[src/design/pnc_dist.sv]
`default_nettype none
// Squared RGBA distance and signed difference sum; registered result.
module pnc_dist (
  input  wire logic        clk_i,
  input  wire logic [31:0] entry_i,
  input  wire logic [31:0] color_i,
  output logic      [17:0] dist_o,
  output logic      [10:0] sum_o
);
  logic signed [8:0] d [4];
  logic signed [17:0] dw;
  logic [17:0] dd;
  logic signed [10:0] ss;
  always_comb begin
    dd = '0;
    ss = '0;
    dw = '0;
    for (int k = 0; k < 4; k++) begin
      d[k] = $signed({1'b0, entry_i[8*k +: 8]}) - $signed({1'b0, color_i[8*k +: 8]});
      dw = 18'(d[k]);
      dd = dd + unsigned'(dw * dw);
      ss = ss + 11'(d[k]);
    end
  end
  always_ff @(posedge clk_i) begin
    dist_o <= dd;
    sum_o  <= ss;
  end
endmodule
`default_nettype wire

[config.mk]
export PLATFORM = sky130hd
export DESIGN_NAME = pnc_dist
export DESIGN_NICKNAME = d
export VERILOG_FILES = /design/src/design/pnc_dist.sv
export SDC_FILE = /design/constraint.sdc
export NUM_CORES = 1
export LEC_CHECK = 0
export BUFFER_PORTS_ARGS = -buffer_cell sky130_fd_sc_hd__buf_2
export CORE_MARGIN = 5
export CORE_UTILIZATION = 45
export DETAILED_ROUTE_END_ITERATION = 10
export PLACE_DENSITY_LB_ADDON = 0.2
export SLEW_MARGIN = 20
export SYNTH_ARGS = -nofsm -noshare
export SYNTH_HDL_FRONTEND = slang
export SYNTH_SLANG_ARGS = --single-unit
[constraint.sdc]
create_clock -name clk_i -period 27.3 [get_ports clk_i]
set_input_delay 5.46 -clock clk_i [delete_from_list [all_inputs] [get_ports clk_i]]
set_output_delay 5.46 -clock clk_i [all_outputs]
set_load 0.02 [all_outputs]
==> results of run 1 <==
area by class of cell:
cell class	instances	area, um2	share of cell area, %
clock inverters	3	17.5	0.117
inverters	469	1760	11.8
repair buffers	104	548	3.67
clock buffers	5	125	0.838
well taps	396	495	3.32
flip-flops and latches	29	581	3.89
multi-input cells	968	11400	76.4
state kept, by name, summed over array words and instances, names as in the netlist:
name and cells:
dist_o 18, sum_o 11
kinds of logic after synthesis:
group	after synthesis	synth area share, %
compound gates	106	4.97
xor+xnor	81	5.28
fa+ha+maj	487	61.8
buf+inv	498	13.6
flops	29	4.19
mux	1	0.108
other cells	1	0.0271
simple gates	292	10.1
worst max-delay path: cells and delay by family:
kind                       cells  cell delay (ps)
buffers and inverters          6              320
and+or+nand+nor                4             1130
adders and majority gates     11             5090
xor gates and xnor gates       1              120
AOI/OAI and AO/OA              9             1850
metal layers:
layer	share of wire [%]	vias up	GRT usage (%)
met5	0	-	0
met1	42	4856	26.5
met2	52	219	35.1
met4	2.3	0	4.46
li1	-	4570	-
met3	4.1	37	1.71
through the flow:
| step | instance area [um2] | setup slack (ps) |
|---|---|---|
| after detailed placement | 14800 | 13290 |
| after global placement | 14800 | 13330 |
| after CTS | 14900 | 13570 |
| final | 14900 | 13580 |
| after floorplan | 13900 | 14200 |
| after global routing | 14900 | 13160 |
layout by cell type, fill, tap and decap left out, drive strengths merged, types with 8 or more instances in the layout:
cell type / count
inv: 464
fa: 328
ha: 159
buf: 104
nor2: 84
xnor2: 64
nand2: 56
nor3: 54
nand3: 33
dfxtp: 29
a21oi: 28
o21ai: 27
or3: 24
xor2: 17
a21o: 15
nor2b: 11
o21a: 11
nand2b: 11
or2: 8
final timing paths:
kind / slack (ps) / startpoint / depth (start not counted) / endpoint
worst max-delay path: 13580 / entry_i[16] / 31 / dist_o[16]
worst min-delay path: 6150 / color_i[0] / 4 / sum_o[0]
==> results.ini, run 1 <==
[yosys]
synth-seq-area-share_pct = 4.19
yosysWarnings = 0
yosysTopAreaCellShare_pct = 47.4
synth-async-reset-ratio_pct = 0
yosys.area.top_type = fa_1
synth_fp_nets = 2047
synth_common_cells = inv_1 (461), fa_1 (328), ha_1 (159)
syn_avg_cell_area_um2 = 9.26
yosys.cell_types.count = 56
syn_inst = 1495
syn_area_mm2 = 0.0139
ys_ff_latch = 29
yosysMostFrequentCell = inv_1
ys.flop_type = dfxtp_1
synth.area.top_cells = fa_1 (47%), ha_1 (14%), inv_1 (12%)
synth-edff-count = 0

[timing]
slew_headroom_pct = 34.2
holdWs_ps = 6150
rsz0062_at_grt = no
hold_viol_final = 0
timing.final.crit_share_pct = 50.3
finalCriticalPeriod_ps = 13720
tightest_slew_ps = 983
fmax_ghz = 0.0729
tns_ps = 0
slew_violations = 0
setup_viol = 0

[cells_and_area]
nets = 2129
final_core_util_pct = 48.9
syn_to_final_growth_pct = 7.81
antennaDiodeCount = 0
drive_above_1_share_pct = 8.68
n_fill_cell = 2946
final_cells = 1974

[clocking]
cts_tree = built
ctsHtreeMaxLevel = 2
cts_resized = 0
clkTransAtPathRegs_ps = 60
post-cts-setup-buffer-count = 0
postCtsHoldBufs = 0
cts_buffer_depth = 2
cts.sinks = 29
clock-root-buffer = clkbuf_16
cts_made_buffers = 5

[place]
hpwl_mm = 29.0
gp_congestion = 0.914
place_inst = 1966
portBuffers = 93

[floorplanning]
core_area_mm2 = 0.0305
num_rows = 64
dieHeight_um = 185
chipWidth_um = 185
die-area_mm2 = 0.0344
start_util_pct = 45.4
io_pins = 94

[setup_path]
crit_fanout = 10
startpoint_type = input pin
worstSetupEndpointType = flip-flop
critPathMaxStageDelay_ps = 610
crit_top_cell = fa_1
cp.arrival_ps = 13940
critPathKind = in2reg
cp.required_ps = 27520
cp_slowest_cell = fa_1

[grt]
grt-ovfl-total = 0
grt_usage_pct = 19.8
grt_pass1_wl_mm = 53.0
grt_pass1_vias = 10298
grt_max_degree = 16
antenna_found_initial = 0

[routing]
drc = 0
drt_iter0_markers = 463
drt-vias-per-instance = 4.90
wl_per_cell_um = 16.2
vias = 9682
drt_wl_total_mm = 31.9
final_antenna_net_count = 0
drt_pass1_iterations = 5

[hold_path]
hp-class = in2reg

[run]
drv_cap = 0

[status]
outcome = finished, final reports clean

Power of run 1 is left out: the tool's default activity adds up to more than one toggle a clock period on the data nets, which glitch-free logic cannot reach.
==> run 2: changes to the inputs <==
--- a/config.mk
+++ b/config.mk
@@ -5,6 +5,7 @@
 export SDC_FILE = /design/constraint.sdc
 export NUM_CORES = 1
 export LEC_CHECK = 0
+export ABC_AREA = 1
 export BUFFER_PORTS_ARGS = -buffer_cell sky130_fd_sc_hd__buf_2
 export CORE_MARGIN = 5
 export CORE_UTILIZATION = 45
==> constraint.sdc (replaced) <==
create_clock -name clk_i -period 12.46 [get_ports clk_i]
set_input_delay 2.492 -clock clk_i [delete_from_list [all_inputs] [get_ports clk_i]]
set_output_delay 2.492 -clock clk_i [all_outputs]
set_load 0.02 [all_outputs]
==> run 2 against run 1 <==
  * Global-route usage down 0.73 points
  * Sequential share of layout area is essentially flat
  * Critical path depth rose by 7
  * Synthesized cell count increased by 8.8%
  * Die area rose by 0.63%
  * Worst setup slack worse by 12000 ps
  * Area after synthesis increased by 0.67%
  * Clock-buffer cell count increased by 1
  * Cell area rose by 0.50%
  * Routed wire length decreased by 4.0%
==> results.ini, run 2 <==
[status]
outcome = finished, final reports clean

[clocking]
postCtsHoldBufs = 0  ; unchanged
cts_buffer_depth = 2  ; unchanged
clock-root-buffer = clkbuf_16
cts_resized = 0  ; unchanged
post-cts-setup-buffer-count = 0  ; unchanged
clkTransAtPathRegs_ps = 70  ; about the same
cts.sinks = 29  ; unchanged
cts_tree = built
ctsHtreeMaxLevel = 2  ; unchanged
cts_made_buffers = 5  ; unchanged

[timing]
hold_viol_final = 0  ; unchanged
slew_headroom_pct = 53.2  ; +19 points
rsz0062_at_grt = no
timing.final.crit_share_pct = 85.8
setup_viol = 0  ; unchanged
tightest_slew_ps = 701  ; -282 ps
slew_violations = 0  ; unchanged
fmax_ghz = 0.0935
finalCriticalPeriod_ps = 10690
tns_ps = 0  ; unchanged

[cells_and_area]
n_fill_cell = 2992  ; +1.6%
regMostFlops = dist_o
syn_to_final_growth_pct = 7.64
reg.largest.list = dist_o x18, sum_o x11
final_core_util_pct = 49.1  ; +0.12 points
antennaDiodeCount = 0  ; unchanged
largest_reg_flops = 18  ; unchanged
final_common_cell = inv_1
nets = 2270  ; +6.6%
mostFrequentLayoutCells = inv_1 (556), fa_1 (328), nand2_1 (191), ha_1 (159), nor2_1 (132)
drive_above_1_share_pct = 8.32  ; -0.36 points

[setup_path]
startpoint_type = input pin
worstSetupEndpointType = flip-flop
cp.arrival_ps = 10890  ; -3050 ps
path_delay_family = adder cells
path_buf_inv = 10  ; +4
cp.required_ps = 12660  ; -14860 ps
cp_slowest_cell = fa_1
crit_fanout = 14  ; +4
critPathMaxStageDelay_ps = 680  ; +70 ps
critPathKind = in2reg

[yosys]
yosysWarnings = 0  ; unchanged
ys_ff_latch = 29  ; unchanged
synth.area.top_cells = fa_1 (47%), inv_1 (15%), ha_1 (14%)
syn_avg_cell_area_um2 = 8.58  ; -7.4%
synth_fp_nets = 2178  ; +6.4%
yosysTopAreaCellShare_pct = 47.1  ; -0.31 points
ys.flop_type = dfxtp_1
yosysMostFrequentCell = inv_1
syn_inst = 1626  ; +8.8%
yosys.area.top_type = fa_1
synth-async-reset-ratio_pct = 0  ; unchanged
synth-edff-count = 0  ; unchanged
synth-seq-area-share_pct = 4.16  ; -0.028 points
synth_common_cells = inv_1 (556), fa_1 (328), nand2_1 (191)
syn_area_mm2 = 0.0139  ; +0.67%
yosys.cell_types.count = 40  ; -29%

[grt]
grt_usage_pct = 19.1  ; -0.73 points
use_met2_pct = 34.6  ; -0.49 points
grt_pass1_wl_mm = 51.8  ; -2.2%
grt-ovfl-total = 0  ; unchanged
antenna_found_initial = 1  ; +1
grt_pass1_vias = 10540  ; +2.3%
use_met3_pct = 1.19  ; -0.52 points
busiest_layer = met2
grt_max_degree = 15  ; -1
grt_util_met1_pct = 25.4  ; -1.1 points

[floorplanning]
io_pins = 94  ; unchanged
die-area_mm2 = 0.0346  ; +0.63%
dieHeight_um = 186  ; +0.32%
num_rows = 64  ; unchanged
start_util_pct = 45.6  ; +0.18 points
core_area_mm2 = 0.0306  ; +0.26%
chipWidth_um = 186  ; +0.32%

[routing]
vias = 9846  ; +1.7%
drt_wl_total_mm = 30.6  ; -4.0%
final_antenna_net_count = 0  ; unchanged
drt_iter0_markers = 441  ; -4.8%
wl_per_cell_um = 14.5  ; -10%
drt-vias-per-instance = 4.66  ; -5.1%
drc = 0  ; unchanged
drt_pass1_iterations = 5  ; unchanged

[place]
hpwl_mm = 28.2  ; -3.0%
gp_congestion = 0.884  ; -3.3%
portBuffers = 93  ; unchanged

[run]
drv_cap = 0  ; unchanged

[hold_path]
hp-class = in2reg

-- run 2: cell count changes after synthesis, moves of 24 or more --
cell / delta
nor3_1: -49
inv_1: +95
nor2_1: +49
or3_1: -24
nand2_1: +135
xnor2_1: -44
-- run 2: final cells by class --
class | instances | area [um2] | share of cell area (%)
Multi-Input combinational cell | 1020 | 11200 | 74.5
Inverter | 566 | 2130 | 14.2
Sequential cell | 29 | 581 | 3.87
Tap cell | 396 | 495 | 3.30
Timing Repair Buffer | 96 | 488 | 3.25
Clock buffer | 6 | 129 | 0.859
Clock inverter | 2 | 10.0 | 0.0667
-- run 2: worst paths after layout --
path / start / endpoint / slack, ps / cells after the start
setup / recovery: entry_i[24] / dist_o[17] / 1770 / 38
hold / removal: color_i[0] / sum_o[0] / 2990 / 4
-- run 2: cell families (layout without fill, tap and decap cells) --
logic type	after synthesis	after routing	synth area share, %
xor gates and xnor gates	52	52	3.27
buffers and inverters	577	670	15.7
AOI/OAI and AO/OA	81	81	3.49
DFF	29	29	4.16
and+or+nand+nor	399	399	12.0
other	1	1	0.0269
adders and majority gates	487	487	61.4
-- run 2: per-stage QoR --
stage / cell area (um2) / hold WS (ps) / worst slack [ps] / instances
after floorplan: 13900 / 2830 / 2740 / 1626
after detailed placement: 14900 / 2910 / 1430 / 2107
after global placement: 14900 / 2910 / 1570 / 2107
after global routing: 15000 / 3020 / 1250 / 2115
final: 15000 / 2990 / 1770 / 2115
after CTS: 15000 / 2970 / 1730 / 2115
-- run 2: per-layer routing --
layer  up-vias  wire length [um]
met5         -                 0
met1      4845             12700
met2       176             16200
li1       4796                 -
met4         0               546
met3        29              1130
Power of run 2 is left out for the same reason.
==> run 3: changes to the inputs <==
==> constraint.sdc (replaced) <==
create_clock -name clk_i -period 10.6 [get_ports clk_i]
set_input_delay 2.12 -clock clk_i [delete_from_list [all_inputs] [get_ports clk_i]]
set_output_delay 2.12 -clock clk_i [all_outputs]
set_load 0.02 [all_outputs]
==> run 3 against run 2 <==
  * Sequential share of layout area barely moved
  * Via count rose by 1.3%
  * Worst setup slack lost 1200 ps
  * Critical path depth increased by 1
  * Die area is the same
  * Non-clock buffer count rose by 9
  * Critical path type unchanged
  * First-iteration DRC count decreased by 13%
==> results.ini, run 3 (same netlist as run 2, synthesis figures left out) <==
[status]
outcome = finished, final reports clean

[routing]
drt-vias-per-instance = 4.69  ; +0.80%
drt_wl_total_mm = 30.8  ; +0.51%
top_layer = met4
route.met2.wl_mm = 16.0  ; -1.7%
wl_met3_mm = 1.40  ; +24%
final_antenna_net_count = 0  ; unchanged
drt_iter0_markers = 383  ; -13%
drt_pass1_iterations = 5  ; unchanged
drc = 0  ; unchanged
wl_met1_mm = 12.7  ; -0.43%
vias = 9972  ; +1.3%
wl_per_cell_um = 14.5  ; about the same

[timing]
tightest_slew_ps = 621  ; -80.3 ps
tns_ps = 0  ; unchanged
slew_violations = 0  ; unchanged
finalCriticalPeriod_ps = 10070
setup_viol = 0  ; unchanged
holdWs_ps = 2620  ; -369 ps
hold_viol_final = 0  ; unchanged
slew_headroom_pct = 58.3  ; +5.1 points
fmax_ghz = 0.0993
timing.final.crit_share_pct = 95.0
rsz0062_at_grt = no
fin_ws_ps = 531  ; -1240 ps

[setup_path]
critPathMaxStageDelay_ps = 600  ; -80 ps
startpoint_type = input pin
path_delay_family = adder cells
cp.arrival_ps = 10260  ; -630 ps
crit_fanout = 10  ; -4
cp_slowest_cell = fa_1
path_buf_inv = 11  ; +1
critPathKind = in2reg
cp.required_ps = 10790  ; -1870 ps
worstSetupEndpointType = flip-flop

[clocking]
clkTransAtPathRegs_ps = 70  ; about the same
clock-root-buffer = clkbuf_16
ctsHtreeMaxLevel = 2  ; unchanged
cts.sinks = 29  ; unchanged
postCtsHoldBufs = 0  ; unchanged
cts_tree = built
cts_made_buffers = 5  ; unchanged
cts_buffer_depth = 2  ; unchanged

[hold_path]
whs_path_depth = 4  ; unchanged
min_from = color_i[0]
hp-class = in2reg
min_to = sum_o[0]

[grt]
grt_pass1_wl_mm = 51.6  ; -0.48%
grt-ovfl-total = 0  ; unchanged
grt_usage_pct = 19.0  ; -0.059 points
grt_pass1_vias = 10509  ; -0.29%
grt_max_degree = 14  ; -1
antenna_found_initial = 0  ; -1

[floorplanning]
dieHeight_um = 186  ; unchanged
num_rows = 64  ; unchanged
io_pins = 94  ; unchanged
core_area_mm2 = 0.0306  ; unchanged
start_util_pct = 45.6  ; unchanged
die-area_mm2 = 0.0346  ; unchanged
chipWidth_um = 186  ; unchanged

[cells_and_area]
drive_above_1_share_pct = 8.91  ; +0.59 points
regMostFlops = dist_o
largest_reg_flops = 18  ; unchanged
final_common_cell = inv_1
reg.largest.list = dist_o x18, sum_o x11
mostFrequentLayoutCells = inv_1 (556), fa_1 (328), nand2_1 (191), ha_1 (159), nor2_1 (132)
syn_to_final_growth_pct = 8.45
stdcell_area_mm2 = 0.0151  ; +0.76%
nets = 2279  ; +0.40%

[place]
hpwl_mm = 28.6  ; +1.5%
gp_congestion = 0.899  ; +1.7%
portBuffers = 93  ; unchanged
place_ws_ps = 115  ; -1320 ps
placed_area_mm2 = 0.0149  ; +0.45%

[run]
drv_cap = 0  ; unchanged

run 3: worst max-delay path by stage:
stage	startpoint	end	slack (ps)	depth (start not counted)
2_1_floorplan	entry_i[24]	dist_o[17]	1250	37
3_3_place_gp	entry_i[24]	dist_o[17]	240	39
3_5_place_dp	entry_i[24]	dist_o[17]	110	39
4_1_cts	entry_i[24]	dist_o[17]	400	39
5_1_grt	entry_i[24]	dist_o[17]	2	38
6_report	entry_i[24]	dist_o[17]	530	39
run 3: area by class of cell:
class                           count  area (um2)
Fill cell                        3035       15500
Multi-Input combinational cell   1020       11200
Inverter                          566        2130
Sequential cell                    29         581
Timing Repair Buffer              105         556
Tap cell                          396         495
Clock buffer                        6         139
Clock inverter                      2        37.5
Antenna cell                        1        2.50
run 3: stage by stage:
stage               utilization, %  cells
global placement              48.8   2116
detailed placement            48.8   2116
finish                        49.4   2125
CTS                           49.4   2124
global route                  49.4   2124
floorplan                        -   1626
run 3: timing repair:
action	4_1_cts	5_1_grt
endpoints found under the setup margin	0	1
setup buffers	0	0
resized for setup	0	1
run 3: metal layers:
| metal | vias to the layer above | global-route usage [%] |
|---|---|---|
| met5 | - | 0 |
| met4 | 0 | 4.40 |
| met3 | 38 | 2.07 |
| met2 | 214 | 34.1 |
| met1 | 4907 | 24.8 |
| li1 | 4813 | - |
Power of run 3 is left out for the same reason.
